$ cat config.mk
export PLATFORM = sky130hd
export DESIGN_NAME = core_hotplug_governor_flat
export DESIGN_NICKNAME = d
export VERILOG_FILES = /design/src/hw/rtl/cgov_pkg.sv /design/src/hw/rtl/cgov_in_if.sv /design/src/hw/rtl/cgov_out_if.sv /design/src/hw/rtl/cgov_cfg_if.sv /design/src/hw/rtl/core_hotplug_governor.sv /design/src/hw/rtl/cgov_cfg_regs.sv /design/src/hw/rtl/cgov_lane.sv /design/src/hw/rtl/cgov_merge.sv /design/src/flat_wrapper.sv
export SDC_FILE = /design/constraint.sdc
export NUM_CORES = 2
export LEC_CHECK = 0
export BUFFER_PORTS_ARGS = -buffer_cell sky130_fd_sc_hd__buf_2
export CAP_MARGIN = 30
export CORE_ASPECT_RATIO = 0.75
export CORE_MARGIN = 3
export CORE_UTILIZATION = 64
export CTS_CLUSTER_DIAMETER = 150
export DETAILED_ROUTE_END_ITERATION = 10
export GPL_TIMING_DRIVEN = 0
export PLACE_DENSITY = 0.9
export SYNTH_ARGS = -nofsm -noshare
export SYNTH_HDL_FRONTEND = slang
export SYNTH_SLANG_ARGS = --single-unit
$ cat constraint.sdc
create_clock -name i_clk -period 22.6 [get_ports i_clk]
set_input_delay 1.13 -clock i_clk [delete_from_list [all_inputs] [get_ports i_clk]]
set_output_delay 1.13 -clock i_clk [all_outputs]
set_load 0.01 [all_outputs]
$ cat src/hw/rtl/cgov_pkg.sv
// cgov_pkg: widths, codes, register reset values and shared structs of the
// core hotplug governor. No dependencies; every other source file depends on it.
`default_nettype none

package cgov_pkg;

    localparam int FREQ_W     = 22;
    localparam int QUOT_W     = 16;
    localparam int PCT_W      = 7;
    localparam int RATE_W     = QUOT_W + PCT_W;
    localparam int TICK_W     = 8;
    localparam int CNT_W      = 3;
    localparam int CORE_W     = 2;
    localparam int MASK_W     = 4;
    localparam int ACT_W      = 2;
    localparam int PORT_TIME_W = 48;
    localparam int CFG_IDX_W  = 3;
    localparam int CFG_DATA_W = 32;
    localparam int LOCK_W     = 32;
    localparam int MAX_LANES  = 4;

    localparam int DEF_NUM_CORES  = 4;
    localparam int DEF_MAX_ONLINE = 4;
    localparam int DEF_TIME_BITS  = 48;

    typedef logic [FREQ_W-1:0] t_freq;
    typedef logic [QUOT_W-1:0] t_quot;
    typedef logic [PCT_W-1:0]  t_pct;
    typedef logic [RATE_W-1:0] t_rate;
    typedef logic [TICK_W-1:0] t_tick;
    typedef logic [CNT_W-1:0]  t_cnt;
    typedef logic [CORE_W-1:0] t_core;
    typedef logic [MASK_W-1:0] t_mask;
    typedef logic [ACT_W-1:0]  t_action;

    // floor(x / 100) == (x * DIV100_MUL) >> DIV100_SHIFT, exact for 22-bit x
    localparam int DIV100_MUL_W = 23;
    localparam int DIV100_SHIFT = 29;
    localparam int PROD_W       = FREQ_W + DIV100_MUL_W;
    localparam logic [DIV100_MUL_W-1:0] DIV100_MUL = 23'd5368710;

    localparam logic [17:0] TOUCH_INTERVAL_US = 18'd150000;

    localparam t_action ACT_NONE  = 2'd0;
    localparam t_action ACT_UP    = 2'd1;
    localparam t_action ACT_DOWN  = 2'd2;
    localparam t_action ACT_BOOST = 2'd3;

    localparam logic FUNC_TICK  = 1'b0;
    localparam logic FUNC_TOUCH = 1'b1;

    localparam logic [CFG_IDX_W-1:0] REG_MIN_ONLINE     = 3'd0;
    localparam logic [CFG_IDX_W-1:0] REG_UP_PERCENT     = 3'd1;
    localparam logic [CFG_IDX_W-1:0] REG_DOWN_PERCENT   = 3'd2;
    localparam logic [CFG_IDX_W-1:0] REG_UP_TICKS       = 3'd3;
    localparam logic [CFG_IDX_W-1:0] REG_DOWN_TICKS     = 3'd4;
    localparam logic [CFG_IDX_W-1:0] REG_BOOST_CORES    = 3'd5;
    localparam logic [CFG_IDX_W-1:0] REG_BOOST_MIN_FREQ = 3'd6;
    localparam logic [CFG_IDX_W-1:0] REG_BOOST_LOCK_US  = 3'd7;

    typedef struct packed {
        t_cnt              min_online;
        t_pct              up_percent;
        t_pct              down_percent;
        t_tick             up_ticks;
        t_tick             down_ticks;
        t_cnt              boost_cores;
        t_freq             boost_min_freq;
        logic [LOCK_W-1:0] boost_lock_us;
    } t_cfg;

    localparam t_cfg CFG_RESET = '{
        min_online:     3'd1,
        up_percent:     7'd95,
        down_percent:   7'd80,
        up_ticks:       8'd1,
        down_ticks:     8'd1,
        boost_cores:    3'd2,
        boost_min_freq: 22'd1728000,
        boost_lock_us:  32'd500000
    };

    // what one lane reports about its core
    typedef struct packed {
        logic contrib;     // feeds the fastest-core rate
        logic new_min;     // became slowest when scanned in core order
        logic above_up;
        logic below_down;
        logic at_floor;
    } t_lane_res;

    typedef struct packed {
        t_action action;
        t_core   core_index;
        t_mask   new_online_mask;
    } t_result;

    typedef struct packed {
        t_tick ticks;
        logic  boost_stamp;
    } t_upd;

endpackage

`default_nettype wire

$ cat src/hw/rtl/cgov_in_if.sv
// cgov_in_if: input channel of the governor, valid/ready plus one item.
// Depends on cgov_pkg for field types.
`default_nettype none

interface cgov_in_if;
    logic                                  valid;
    logic                                  ready;
    logic                                  func;
    logic [cgov_pkg::PORT_TIME_W-1:0]      now_us;
    cgov_pkg::t_mask                       online_mask;
    cgov_pkg::t_freq                       max_freq_khz;
    cgov_pkg::t_freq                       freq_core0;
    cgov_pkg::t_freq                       freq_core1;
    cgov_pkg::t_freq                       freq_core2;
    cgov_pkg::t_freq                       freq_core3;

    modport source (
        output valid, func, now_us, online_mask, max_freq_khz,
               freq_core0, freq_core1, freq_core2, freq_core3,
        input  ready
    );
    modport sink (
        input  valid, func, now_us, online_mask, max_freq_khz,
               freq_core0, freq_core1, freq_core2, freq_core3,
        output ready
    );
endinterface

`default_nettype wire

$ cat src/hw/rtl/cgov_out_if.sv
// cgov_out_if: result channel of the governor, valid/ready plus one result.
// Depends on cgov_pkg for field types.
`default_nettype none

interface cgov_out_if;
    logic                valid;
    logic                ready;
    cgov_pkg::t_action   action;
    cgov_pkg::t_core     core_index;
    cgov_pkg::t_mask     new_online_mask;

    modport source (
        output valid, action, core_index, new_online_mask,
        input  ready
    );
    modport sink (
        input  valid, action, core_index, new_online_mask,
        output ready
    );
endinterface

`default_nettype wire

$ cat src/hw/rtl/cgov_cfg_if.sv
// cgov_cfg_if: register write channel, valid/ready with index and data.
// Depends on cgov_pkg for widths.
`default_nettype none

interface cgov_cfg_if;
    logic                               valid;
    logic                               ready;
    logic [cgov_pkg::CFG_IDX_W-1:0]     index;
    logic [cgov_pkg::CFG_DATA_W-1:0]    data;

    modport source (output valid, index, data, input ready);
    modport sink   (input valid, index, data, output ready);
endinterface

`default_nettype wire

$ cat src/hw/rtl/core_hotplug_governor.sv
// core_hotplug_governor: a per-core lane array and a merge stage decide, for
// each sampling tick or touch event, whether to bring a core up or down.
// Usage:
//   i_in   : one transaction per tick (func 0) or touch event (func 1), with
//            time, online mask, max frequency and per-core frequencies.
//   o_out  : exactly one result transaction per input transaction, in order:
//            action, core index and the online mask after the action.
//   i_cfg  : register writes by index (0 min_online .. 7 boost_lock_us),
//            always ready; write only while no transaction is in flight.
// Timing: three register stages (input + divide by 100, limits, output).
//   The result passes the input, limits and output registers in turn; one
//   transaction per cycle is sustained while o_out.ready is high. The limit
//   multiplies and the reciprocal divide each own a stage; the decision and
//   state update happen as a transaction leaves the limits stage.
// Reset: registers back to their defaults, tick counter and touch/boost
//   timestamps cleared, pipeline empty, i_in.ready high.
// Stall: when o_out.ready is low the result is held; i_in.ready stays high
//   until the two internal stages are also full.
// Depends on cgov_pkg, the three channel interfaces, cgov_cfg_regs,
// cgov_lane and cgov_merge.
`default_nettype none

module core_hotplug_governor #(
    parameter int NUM_CORES  = cgov_pkg::DEF_NUM_CORES,
    parameter int MAX_ONLINE = cgov_pkg::DEF_MAX_ONLINE,
    parameter int TIME_BITS  = cgov_pkg::DEF_TIME_BITS
) (
    input  logic        i_clk,
    input  logic        i_rst_n,
    cgov_cfg_if.sink    i_cfg,
    cgov_in_if.sink     i_in,
    cgov_out_if.source  o_out
);
    import cgov_pkg::*;

    localparam int LANES = (NUM_CORES < MAX_LANES) ? NUM_CORES : MAX_LANES;

    t_cfg w_cfg;

    cgov_cfg_regs u_cfg_regs (
        .i_clk   (i_clk),
        .i_rst_n (i_rst_n),
        .i_cfg   (i_cfg),
        .o_cfg   (w_cfg)
    );

    // stage control: each stage loads when empty or when it drains
    logic r_s1_valid, r_s2_valid, r_o_valid;
    logic w_en_o, w_en_s2, w_en_s1, w_move2, w_move1, w_in_fire;

    assign w_en_o    = !r_o_valid || o_out.ready;
    assign w_move2   = r_s2_valid && w_en_o;
    assign w_en_s2   = !r_s2_valid || w_move2;
    assign w_move1   = r_s1_valid && w_en_s2;
    assign w_en_s1   = !r_s1_valid || w_move1;
    assign w_in_fire = i_in.valid && w_en_s1;

    assign i_in.ready = w_en_s1;

    always_ff @(posedge i_clk) begin
        if (!i_rst_n) begin
            r_s1_valid <= 1'b0;
            r_s2_valid <= 1'b0;
            r_o_valid  <= 1'b0;
        end else begin
            if (w_en_s1) r_s1_valid <= i_in.valid;
            if (w_en_s2) r_s2_valid <= r_s1_valid;
            if (w_en_o)  r_o_valid  <= r_s2_valid;
        end
    end

    // stage 1: capture, normalise the mask, divide max frequency by 100
    t_freq                w_port_rates [MAX_LANES];
    logic [PROD_W-1:0]    w_prod;
    logic [LANES-1:0]     w_in_mask;

    assign w_port_rates[0] = i_in.freq_core0;
    assign w_port_rates[1] = i_in.freq_core1;
    assign w_port_rates[2] = i_in.freq_core2;
    assign w_port_rates[3] = i_in.freq_core3;
    assign w_prod    = PROD_W'(i_in.max_freq_khz) * PROD_W'(DIV100_MUL);
    assign w_in_mask = LANES'(i_in.online_mask) | LANES'(1);

    logic                 r_s1_func;
    logic [TIME_BITS-1:0] r_s1_now;
    logic [LANES-1:0]     r_s1_mask;
    t_freq                r_s1_rates [LANES];
    t_quot                r_s1_quot;
    t_freq                r_s1_max;

    always_ff @(posedge i_clk) begin
        if (w_in_fire) begin
            r_s1_func <= i_in.func;
            r_s1_now  <= TIME_BITS'(i_in.now_us);
            r_s1_mask <= w_in_mask;
            r_s1_quot <= w_prod[DIV100_SHIFT +: QUOT_W];
            r_s1_max  <= i_in.max_freq_khz;
            for (int k = 0; k < LANES; k++) begin
                r_s1_rates[k] <= w_port_rates[k];
            end
        end
    end

    // stage 2: up and down limits, boost floor
    logic                 r_s2_func;
    logic [TIME_BITS-1:0] r_s2_now;
    logic [LANES-1:0]     r_s2_mask;
    t_freq                r_s2_rates [LANES];
    t_rate                r_s2_up_rate;
    t_rate                r_s2_down_rate;
    t_freq                r_s2_floor;

    always_ff @(posedge i_clk) begin
        if (w_move1) begin
            r_s2_func      <= r_s1_func;
            r_s2_now       <= r_s1_now;
            r_s2_mask      <= r_s1_mask;
            r_s2_up_rate   <= t_rate'(r_s1_quot) * t_rate'(w_cfg.up_percent);
            r_s2_down_rate <= t_rate'(r_s1_quot) * t_rate'(w_cfg.down_percent);
            r_s2_floor     <= (r_s1_max <= w_cfg.boost_min_freq) ? r_s1_max
                                                                 : w_cfg.boost_min_freq;
            for (int k = 0; k < LANES; k++) begin
                r_s2_rates[k] <= r_s1_rates[k];
            end
        end
    end

    // lanes and merge
    t_lane_res w_lanes [LANES];

    for (genvar g = 0; g < LANES; g++) begin : g_lane
        cgov_lane #(
            .LANE  (g),
            .LANES (LANES)
        ) u_lane (
            .i_rates     (r_s2_rates),
            .i_mask      (r_s2_mask),
            .i_up_rate   (r_s2_up_rate),
            .i_down_rate (r_s2_down_rate),
            .i_floor     (r_s2_floor),
            .o_res       (w_lanes[g])
        );
    end

    logic [TIME_BITS-1:0] r_last_touch, r_last_boost;
    t_tick                r_ticks;
    t_result              w_result;
    t_upd                 w_upd;

    cgov_merge #(
        .LANES      (LANES),
        .MAX_ONLINE (MAX_ONLINE),
        .TIME_BITS  (TIME_BITS)
    ) u_merge (
        .i_lanes      (w_lanes),
        .i_mask       (r_s2_mask),
        .i_func       (r_s2_func),
        .i_now        (r_s2_now),
        .i_last_touch (r_last_touch),
        .i_last_boost (r_last_boost),
        .i_ticks      (r_ticks),
        .i_cfg        (w_cfg),
        .o_res        (w_result),
        .o_upd        (w_upd)
    );

    // governor state moves as each transaction leaves stage 2
    always_ff @(posedge i_clk) begin
        if (!i_rst_n) begin
            r_ticks      <= '0;
            r_last_touch <= '0;
            r_last_boost <= '0;
        end else if (w_move2) begin
            r_ticks <= w_upd.ticks;
            if (r_s2_func == FUNC_TOUCH) r_last_touch <= r_s2_now;
            if (w_upd.boost_stamp)       r_last_boost <= r_s2_now;
        end
    end

    t_result r_o_res;

    always_ff @(posedge i_clk) begin
        if (w_move2) begin
            r_o_res <= w_result;
        end
    end

    assign o_out.valid           = r_o_valid;
    assign o_out.action          = r_o_res.action;
    assign o_out.core_index      = r_o_res.core_index;
    assign o_out.new_online_mask = r_o_res.new_online_mask;

endmodule

`default_nettype wire

$ cat src/hw/rtl/cgov_cfg_regs.sv
// cgov_cfg_regs: configuration register file of the governor.
// Depends on cgov_pkg and cgov_cfg_if.
`default_nettype none

module cgov_cfg_regs (
    input  logic           i_clk,
    input  logic           i_rst_n,
    cgov_cfg_if.sink       i_cfg,
    output cgov_pkg::t_cfg o_cfg
);
    import cgov_pkg::*;

    t_cfg r_cfg;

    assign i_cfg.ready = 1'b1;
    assign o_cfg       = r_cfg;

    always_ff @(posedge i_clk) begin
        if (!i_rst_n) begin
            r_cfg <= CFG_RESET;
        end else if (i_cfg.valid) begin
            case (i_cfg.index)
                REG_MIN_ONLINE:     r_cfg.min_online     <= i_cfg.data[CNT_W-1:0];
                REG_UP_PERCENT:     r_cfg.up_percent     <= i_cfg.data[PCT_W-1:0];
                REG_DOWN_PERCENT:   r_cfg.down_percent   <= i_cfg.data[PCT_W-1:0];
                REG_UP_TICKS:       r_cfg.up_ticks       <= i_cfg.data[TICK_W-1:0];
                REG_DOWN_TICKS:     r_cfg.down_ticks     <= i_cfg.data[TICK_W-1:0];
                REG_BOOST_CORES:    r_cfg.boost_cores    <= i_cfg.data[CNT_W-1:0];
                REG_BOOST_MIN_FREQ: r_cfg.boost_min_freq <= i_cfg.data[FREQ_W-1:0];
                REG_BOOST_LOCK_US:  r_cfg.boost_lock_us  <= i_cfg.data[LOCK_W-1:0];
                default: ;
            endcase
        end
    end

endmodule

`default_nettype wire

$ cat src/hw/rtl/cgov_lane.sv
// cgov_lane: per-core compares of the governor, one copy per core.
// Depends on cgov_pkg.
`default_nettype none

module cgov_lane #(
    parameter int LANE  = 0,
    parameter int LANES = cgov_pkg::MAX_LANES
) (
    input  cgov_pkg::t_freq     i_rates [LANES],
    input  logic [LANES-1:0]    i_mask,
    input  cgov_pkg::t_rate     i_up_rate,
    input  cgov_pkg::t_rate     i_down_rate,
    input  cgov_pkg::t_freq     i_floor,
    output cgov_pkg::t_lane_res o_res
);
    import cgov_pkg::*;

    logic  w_new_min;
    t_rate w_rate;

    assign w_rate = t_rate'(i_rates[LANE]);

    // core 0 never competes for slowest; others win on <= every earlier online core above core 0
    always_comb begin
        w_new_min = (LANE != 0) && i_mask[LANE];
        for (int j = 1; j < LANES; j++) begin
            if (j < LANE && i_mask[j] && (i_rates[LANE] > i_rates[j])) begin
                w_new_min = 1'b0;
            end
        end
    end

    assign o_res.new_min    = w_new_min;
    assign o_res.contrib    = (LANE == 0) || (i_mask[LANE] && !w_new_min);
    assign o_res.above_up   = w_rate > i_up_rate;
    assign o_res.below_down = w_rate < i_down_rate;
    assign o_res.at_floor   = i_rates[LANE] >= i_floor;

endmodule

`default_nettype wire

$ cat src/hw/rtl/cgov_merge.sv
// cgov_merge: combines the lane findings with the governor state into one
// decision and the next state. Depends on cgov_pkg.
`default_nettype none

module cgov_merge #(
    parameter int LANES      = cgov_pkg::MAX_LANES,
    parameter int MAX_ONLINE = cgov_pkg::DEF_MAX_ONLINE,
    parameter int TIME_BITS  = cgov_pkg::DEF_TIME_BITS
) (
    input  cgov_pkg::t_lane_res i_lanes [LANES],
    input  logic [LANES-1:0]    i_mask,
    input  logic                i_func,
    input  logic [TIME_BITS-1:0] i_now,
    input  logic [TIME_BITS-1:0] i_last_touch,
    input  logic [TIME_BITS-1:0] i_last_boost,
    input  cgov_pkg::t_tick     i_ticks,
    input  cgov_pkg::t_cfg      i_cfg,
    output cgov_pkg::t_result   o_res,
    output cgov_pkg::t_upd      o_upd
);
    import cgov_pkg::*;

    t_cnt             w_cnt;
    t_cnt             w_fill;
    logic             w_all_up;
    logic             w_fast_floor;
    logic             w_fast_below;
    logic             w_any_slow;
    t_core            w_slow_core;
    logic [LANES-1:0] w_slow_hot;
    logic             w_found;
    t_core            w_add_core;
    logic [LANES-1:0] w_add_hot;
    logic [LANES-1:0] w_boost_mask;
    logic             w_boost_recent;
    logic             w_touch_hold;
    logic             w_below_max;
    t_tick            w_tick_inc;
    logic [TIME_BITS-1:0] w_boost_age;
    logic [TIME_BITS-1:0] w_touch_age;

    assign w_boost_age    = i_now - i_last_boost;
    assign w_touch_age    = i_now - i_last_touch;
    assign w_boost_recent = w_boost_age < TIME_BITS'(TOUCH_INTERVAL_US);
    assign w_touch_hold   = w_touch_age < TIME_BITS'(i_cfg.boost_lock_us);
    assign w_tick_inc     = (i_ticks == '1) ? i_ticks : i_ticks + t_tick'(1);

    always_comb begin
        w_cnt        = '0;
        w_all_up     = 1'b1;
        w_fast_floor = 1'b0;
        w_fast_below = 1'b1;
        w_any_slow   = 1'b0;
        w_slow_core  = '0;
        w_slow_hot   = '0;
        for (int i = 0; i < LANES; i++) begin
            w_cnt = w_cnt + t_cnt'(i_mask[i]);
            if (i_mask[i] && !i_lanes[i].above_up) begin
                w_all_up = 1'b0;
            end
            if (i_lanes[i].contrib && i_lanes[i].at_floor) begin
                w_fast_floor = 1'b1;
            end
            if (i_lanes[i].contrib && !i_lanes[i].below_down) begin
                w_fast_below = 1'b0;
            end
            // last one to become slowest wins
            if (i_lanes[i].new_min) begin
                w_any_slow     = 1'b1;
                w_slow_core    = t_core'(i);
                w_slow_hot     = '0;
                w_slow_hot[i]  = 1'b1;
            end
        end
    end

    // lowest offline core above core 0
    always_comb begin
        w_found    = 1'b0;
        w_add_core = '0;
        w_add_hot  = '0;
        for (int i = LANES - 1; i >= 1; i--) begin
            if (!i_mask[i]) begin
                w_found       = 1'b1;
                w_add_core    = t_core'(i);
                w_add_hot     = '0;
                w_add_hot[i]  = 1'b1;
            end
        end
    end

    // touch boost raises offline cores from the lowest up to boost_cores online
    always_comb begin
        w_boost_mask = i_mask;
        w_fill       = w_cnt;
        for (int i = 1; i < LANES; i++) begin
            if (!i_mask[i] && (w_fill < i_cfg.boost_cores)) begin
                w_boost_mask[i] = 1'b1;
                w_fill          = w_fill + t_cnt'(1);
            end
        end
    end

    assign w_below_max = {1'b0, w_cnt} < (CNT_W + 1)'(MAX_ONLINE);

    always_comb begin
        o_res.action          = ACT_NONE;
        o_res.core_index      = '0;
        o_res.new_online_mask = t_mask'(i_mask);
        o_upd.ticks           = i_ticks;
        o_upd.boost_stamp     = 1'b0;
        if (i_func == FUNC_TOUCH) begin
            if (!(w_boost_recent || (w_cnt >= i_cfg.boost_cores) ||
                  (i_cfg.boost_cores <= i_cfg.min_online))) begin
                o_upd.boost_stamp = 1'b1;
                if (w_below_max) begin
                    o_res.action          = ACT_BOOST;
                    o_res.new_online_mask = t_mask'(w_boost_mask);
                end
            end
        end else begin
            o_upd.ticks = w_tick_inc;
            if (w_all_up && w_fast_floor) begin
                if (w_below_max && (w_tick_inc >= i_cfg.up_ticks)) begin
                    o_upd.ticks = '0;
                    if (w_found) begin
                        o_res.action          = ACT_UP;
                        o_res.core_index      = w_add_core;
                        o_res.new_online_mask = t_mask'(i_mask | w_add_hot);
                    end
                end
            end else if (w_any_slow && w_fast_below) begin
                if ((w_cnt > i_cfg.min_online) && (w_tick_inc >= i_cfg.down_ticks) &&
                    !((w_cnt <= i_cfg.boost_cores) && w_touch_hold)) begin
                    o_upd.ticks           = '0;
                    o_res.action          = ACT_DOWN;
                    o_res.core_index      = w_slow_core;
                    o_res.new_online_mask = t_mask'(i_mask & ~w_slow_hot);
                end
            end
        end
    end

endmodule

`default_nettype wire

$ cat src/flat_wrapper.sv
// flat-port wrapper written by rule: the top's interface ports become plain ports
module core_hotplug_governor_flat import cgov_pkg::*;
#(
    parameter int NUM_CORES  = cgov_pkg::DEF_NUM_CORES,
    parameter int MAX_ONLINE = cgov_pkg::DEF_MAX_ONLINE,
    parameter int TIME_BITS  = cgov_pkg::DEF_TIME_BITS
)
  (i_clk, i_rst_n, i_cfg_valid, i_cfg_index, i_cfg_data, i_cfg_ready, i_in_valid, i_in_func, i_in_now_us, i_in_online_mask, i_in_max_freq_khz, i_in_freq_core0, i_in_freq_core1, i_in_freq_core2, i_in_freq_core3, i_in_ready, o_out_valid, o_out_action, o_out_core_index, o_out_new_online_mask, o_out_ready);
  cgov_cfg_if i_cfg_i ();
  cgov_in_if i_in_i ();
  cgov_out_if o_out_i ();
  input  logic i_clk;
  input  logic i_rst_n;
  input wire logic [$bits(i_cfg_i.valid)-1:0] i_cfg_valid;
  input wire logic [$bits(i_cfg_i.index)-1:0] i_cfg_index;
  input wire logic [$bits(i_cfg_i.data)-1:0] i_cfg_data;
  output wire logic [$bits(i_cfg_i.ready)-1:0] i_cfg_ready;
  input wire logic [$bits(i_in_i.valid)-1:0] i_in_valid;
  input wire logic [$bits(i_in_i.func)-1:0] i_in_func;
  input wire logic [$bits(i_in_i.now_us)-1:0] i_in_now_us;
  input wire logic [$bits(i_in_i.online_mask)-1:0] i_in_online_mask;
  input wire logic [$bits(i_in_i.max_freq_khz)-1:0] i_in_max_freq_khz;
  input wire logic [$bits(i_in_i.freq_core0)-1:0] i_in_freq_core0;
  input wire logic [$bits(i_in_i.freq_core1)-1:0] i_in_freq_core1;
  input wire logic [$bits(i_in_i.freq_core2)-1:0] i_in_freq_core2;
  input wire logic [$bits(i_in_i.freq_core3)-1:0] i_in_freq_core3;
  output wire logic [$bits(i_in_i.ready)-1:0] i_in_ready;
  output wire logic [$bits(o_out_i.valid)-1:0] o_out_valid;
  output wire logic [$bits(o_out_i.action)-1:0] o_out_action;
  output wire logic [$bits(o_out_i.core_index)-1:0] o_out_core_index;
  output wire logic [$bits(o_out_i.new_online_mask)-1:0] o_out_new_online_mask;
  input wire logic [$bits(o_out_i.ready)-1:0] o_out_ready;
  assign i_cfg_i.valid = i_cfg_valid;
  assign i_cfg_i.index = i_cfg_index;
  assign i_cfg_i.data = i_cfg_data;
  assign i_cfg_ready = i_cfg_i.ready;
  assign i_in_i.valid = i_in_valid;
  assign i_in_i.func = i_in_func;
  assign i_in_i.now_us = i_in_now_us;
  assign i_in_i.online_mask = i_in_online_mask;
  assign i_in_i.max_freq_khz = i_in_max_freq_khz;
  assign i_in_i.freq_core0 = i_in_freq_core0;
  assign i_in_i.freq_core1 = i_in_freq_core1;
  assign i_in_i.freq_core2 = i_in_freq_core2;
  assign i_in_i.freq_core3 = i_in_freq_core3;
  assign i_in_ready = i_in_i.ready;
  assign o_out_valid = o_out_i.valid;
  assign o_out_action = o_out_i.action;
  assign o_out_core_index = o_out_i.core_index;
  assign o_out_new_online_mask = o_out_i.new_online_mask;
  assign o_out_i.ready = o_out_ready;
  core_hotplug_governor #(.NUM_CORES(NUM_CORES), .MAX_ONLINE(MAX_ONLINE), .TIME_BITS(TIME_BITS)) u_core (.i_clk(i_clk), .i_rst_n(i_rst_n), .i_cfg(i_cfg_i), .i_in(i_in_i), .o_out(o_out_i));
endmodule
==> summary by stage <==
Worst setup path
The cell type group with the largest total delay on the critical path is adder cells. In this run the register-to-register setup slack is 15.90 ns. The critical path start-end classification is in2reg. The cell occurring most often along the worst timing path is sky130_fd_sc_hd__fa_1. The worst register-to-register path begins at u_core.r_s2_now[4]. The endpoint of the lowest-slack register-to-register path is u_core.o_out.core_index[1]. The critical path endpoint is u_core.r_s1_quot[15]. The first element of the critical path is i_in_max_freq_khz[9]. The worst-path maximum fanout is 9.

The kind of end point of the critical path is a flip-flop. The largest single stage delay on the critical path is 0.56 ns. Counting cells, the worst reg-to-reg path comes to 21.

The buffers plus inverters on the worst setup path is 5. The critical path launch point type is an input pin. The critical path crosses 25 cells after its start point. Among all stages on the critical path, the largest delay is contributed by sky130_fd_sc_hd__fa_1.

The required time at the endpoint of the critical path is 22.97 ns. For the worst setup path, the data arrival time is 8.26 ns.

Drt
The routed design has 138000 um of wire. In the detailed route, the total length drawn on met2 is 58600 um. The DRC violation total after the first TritonRoute iteration is 4163. The highest metal layer with signal wires is met5. The final antenna-violating net count is 0. The post-detailed-route DRC marker count is 0. Detailed routing inserted a total of 39.7k vias. After detailed routing, the average wire length per cell comes to 21.7 um.

Using the TritonRoute via totals, the vias-per-cell ratio works out to 6.21. The first detailed-routing pass ran for 7 iterations. Wire segments on met3 add up to 17400 um in the final route. The met1 routed wirelength after detailed routing is 56800 um.

STA
Measured against its own limit, the worst slew margin works out to 31.5%. The clock period minus worst slack is 7.90 ns. Setup repair after global routing left no endpoint under its margin. The final sum of negative setup slack is 0 ns. Setup slack on the critical path of the routed design comes to 14.70 ns.

Across the routed clock network, the largest skew measured is 0.0360 ns. At the pin with the least slew margin, the transition time is 1.00 ns. The final max-slew violation count is 0. In the finished design, the share of the clock period the worst path needs comes to 34.9%. The hold violation count in the final report is 0. For this run, the top clock speed supported by timing is 0.127 GHz.

The final setup violation count is 0.

Synth
After synthesis, flip-flops and latches occupy 32.0% of the total area. The cell area after technology mapping is 49200 um^2. Of all flip-flops after synthesis, the portion carrying an async set or reset was 0%.

The gate count after technology mapping is 5018. The synthesized design contains 393 enable-type register cells. The count of yosys warnings during synthesis is 0. Yosys attributes the largest share of cell area to sky130_fd_sc_hd__edfxtp_1, sky130_fd_sc_hd__ha_1, sky130_fd_sc_hd__fa_1, sky130_fd_sc_hd__dfxtp_1, sky130_fd_sc_hd__inv_1. The unique cell type count in the Yosys netlist is 91. In the synthesized netlist the dominant register cell turns out to be sky130_fd_sc_hd__edfxtp_1. The biggest area consumer among synthesized cells is sky130_fd_sc_hd__edfxtp_1.

The fraction of synthesized cell area taken by the top area cell type is 24.0%. The post-synthesis area per instance is 9.81 um^2. The synthesized flop and latch total is 590.

GRT
Entering global routing, the biggest net connects 32 pins. The number of antenna violations at the first check in global routing is 19. For this run the aggregate overflow at the end of global routing stands at 0. The global-route wire length before repair is 214000 um.

The via count of the first global-routing pass came to 39.0k. Global routing used 34.0% of the available tracks across all layers.

Placement
Before CTS, the worst setup slack after placement is 14.25 ns. The half-perimeter wire length of the detailed placement result is 111000 um. Summing all placed instances gives a cell area of 51900 um^2.

Port buffering added 207 buffers. The weighted congestion reported at the end of routability-driven placement is 1.04.

Clock network
The clock tree root buffer cell is sky130_fd_sc_hd__clkbuf_16. The number of setup buffers added after CTS is 0. The largest buffer count on any clock path is 3. The clock tree from TritonCTS is built. The clock slew seen by the registers of the worst setup and hold paths is 0.06 ns. The number of hold buffers added after CTS was 0.

At the later pin of the worst-skew pair, clock insertion delay measures 0.65 ns. Gates resized during post-CTS repair numbered 0. The number of CTS-inserted buffers is 57. The number of clock sinks is 590. CTS built an H-tree with a depth of 2.

Floorplan
After floorplanning, the core was divided into 87 placement rows. For this configuration, the core starts out at a cell density of 65.1%. The placeable core area is 75700 um^2. The die is 326 um wide. 214 I/O pins were placed.

The floorplan step defined a die boundary enclosing 80300 um^2. The die height is 246 um.

Min path
The min-delay analysis places its worst path in the category reg2reg.

Cells and area
The area growth from synthesis to final layout is 9.41%. Once layout is done, the placed cells without fillers occupy 53900 um^2. In the layout the commonest cells are sky130_fd_sc_hd__ha_1, sky130_fd_sc_hd__inv_1, sky130_fd_sc_hd__nand2_1, sky130_fd_sc_hd__edfxtp_1, sky130_fd_sc_hd__a21oi_1. Counting the fill cells in the layout gives 5333. For this run, the share of the core covered by cells in the final layout is 71.2%. The share of layout cells above drive strength 1 is 6.92%. For this run, the post-layout net count is 6604. The leading cell type in the layout, fill and taps excluded is sky130_fd_sc_hd__ha_1.

Flow run
Across the run, the number of max-cap violations was 0.

Outcome
The flow ran to the end, and the final reports show no timing, DRC or antenna violations.
[worst min-delay path by stage]
stage                     cells past startpoint                                   to                startpoint
final                                         0                 u_core.r_s2_rates[2]   u_core.r_s1_rates[3][2]
after global routing                          0                     u_core.r_s2_func          u_core.r_s1_func
after CTS                                     0                 u_core.r_s2_rates[2]   u_core.r_s1_rates[3][2]
after detailed placement                      0  u_core.g_lane[0].u_lane.i_rates[80]  u_core.r_s1_rates[0][14]
after global placement                        0                u_core.r_s2_rates[37]  u_core.r_s1_rates[2][15]
after floorplan                               0  u_core.g_lane[0].u_lane.i_rates[66]   u_core.r_s1_rates[0][0]
[synth_stat cells, drive strengths merged, types with 11 or more instances]
library cell and count:
ha 782, o2111ai 13, nor2 152, a31o 11
xor2 39, a2111oi 16, o21a 46, clkbuf 116
o31a 11, dfxtp 197, buf 18, a31oi 26
nand2b 41, and2 99, nand4 75, inv 782
or3 19, mux2i 26, o21ai 183, xnor2 74
nor2b 45, o21bai 25, o211ai 30, a21o 175
a21oi 377, nand2 522, and3 30, o31ai 17
nand3 120, nor3 45, fa 318, a211oi 29
or2 13, edfxtp 393
[registers in the layout (all words and copies together) (netlist names), 23 cells and up]
| register | count |
|---|---|
| u_core.r_s2_now | 48 |
| u_core.r_s1_now | 48 |
| u_core.r_s2_up_rate | 23 |
| u_core.u_cfg_regs.o_cfg | 90 |
| u_core.r_last_boost | 48 |
| u_core.r_s2_rates | 66 |
| u_core.r_last_touch | 48 |
| u_core.r_s2_down_rate | 23 |
| u_core.r_s1_rates | 88 |
[through the flow]
| step | hold WS [ns] | std cells |
|---|---|---|
| finish | 0.408 | 6385 |
| detailed placement | 0.405 | 6264 |
| global placement | 0.401 | 6249 |
| floorplan | 0.400 | 5019 |
| global route | 0.423 | 6381 |
| CTS | 0.412 | 6370 |
[worst reg2reg max path, stage by stage, from the launching register on]
cell and delay (ns):
sky130_fd_sc_hd__edfxtp_1 0.45, sky130_fd_sc_hd__ha_1 0.44, sky130_fd_sc_hd__o211ai_1 0.12, sky130_fd_sc_hd__a21oi_1 0.26, sky130_fd_sc_hd__o211ai_1 0.24, sky130_fd_sc_hd__a2111oi_1 0.89, sky130_fd_sc_hd__nor2_1 0.35, sky130_fd_sc_hd__o21ai_0 0.45
sky130_fd_sc_hd__xor2_1 0.19, sky130_fd_sc_hd__ha_1 0.26, sky130_fd_sc_hd__a21oi_1 0.13, sky130_fd_sc_hd__nor2b_1 0.05, sky130_fd_sc_hd__o21ai_0 0.13, sky130_fd_sc_hd__nand2_1 0.11, sky130_fd_sc_hd__a211oi_1 0.25, sky130_fd_sc_hd__o31ai_1 0.20
sky130_fd_sc_hd__a21oi_1 0.17, sky130_fd_sc_hd__nor4b_1 0.44, sky130_fd_sc_hd__nand4b_1 0.18, sky130_fd_sc_hd__or4b_1 0.64, sky130_fd_sc_hd__and3_1 0.25, sky130_fd_sc_hd__a32o_1 0.22
[area by class of cell]
class / count / area (um^2) / area share [%]
buffer: 134 / 547 / 1.01
sequential: 590 / 15700 / 29.2
timing repair buffer: 223 / 1360 / 2.53
multi-input combinational: 3512 / 30000 / 55.8
tap: 1023 / 1280 / 2.38
antenna: 14 / 35.0 / 0.0650
inverter: 783 / 2940 / 5.46
clock inverter: 26 / 304 / 0.564
clock buffer: 80 / 1620 / 3.01
[logic make-up after synthesis]
family / synth area share (%)
buf+inv: 7.08
other cells: 0.00762
compound gates: 13.8
simple gates: 11.7
fa+ha+maj: 32.8
xor+xnor: 2.01
mux: 0.666
flops: 32.0
[layer usage]
| metal | up-vias | track usage, % |
|---|---|---|
| li1 | 17958 | - |
| met1 | 19179 | 47.8 |
| met2 | 2136 | 50.4 |
| met3 | 373 | 9.71 |
| met4 | 10 | 12.0 |
| met5 | - | 0 |
Power is left out: the tool's default activity adds up to more than one toggle a clock period on the data nets, which glitch-free logic cannot reach.
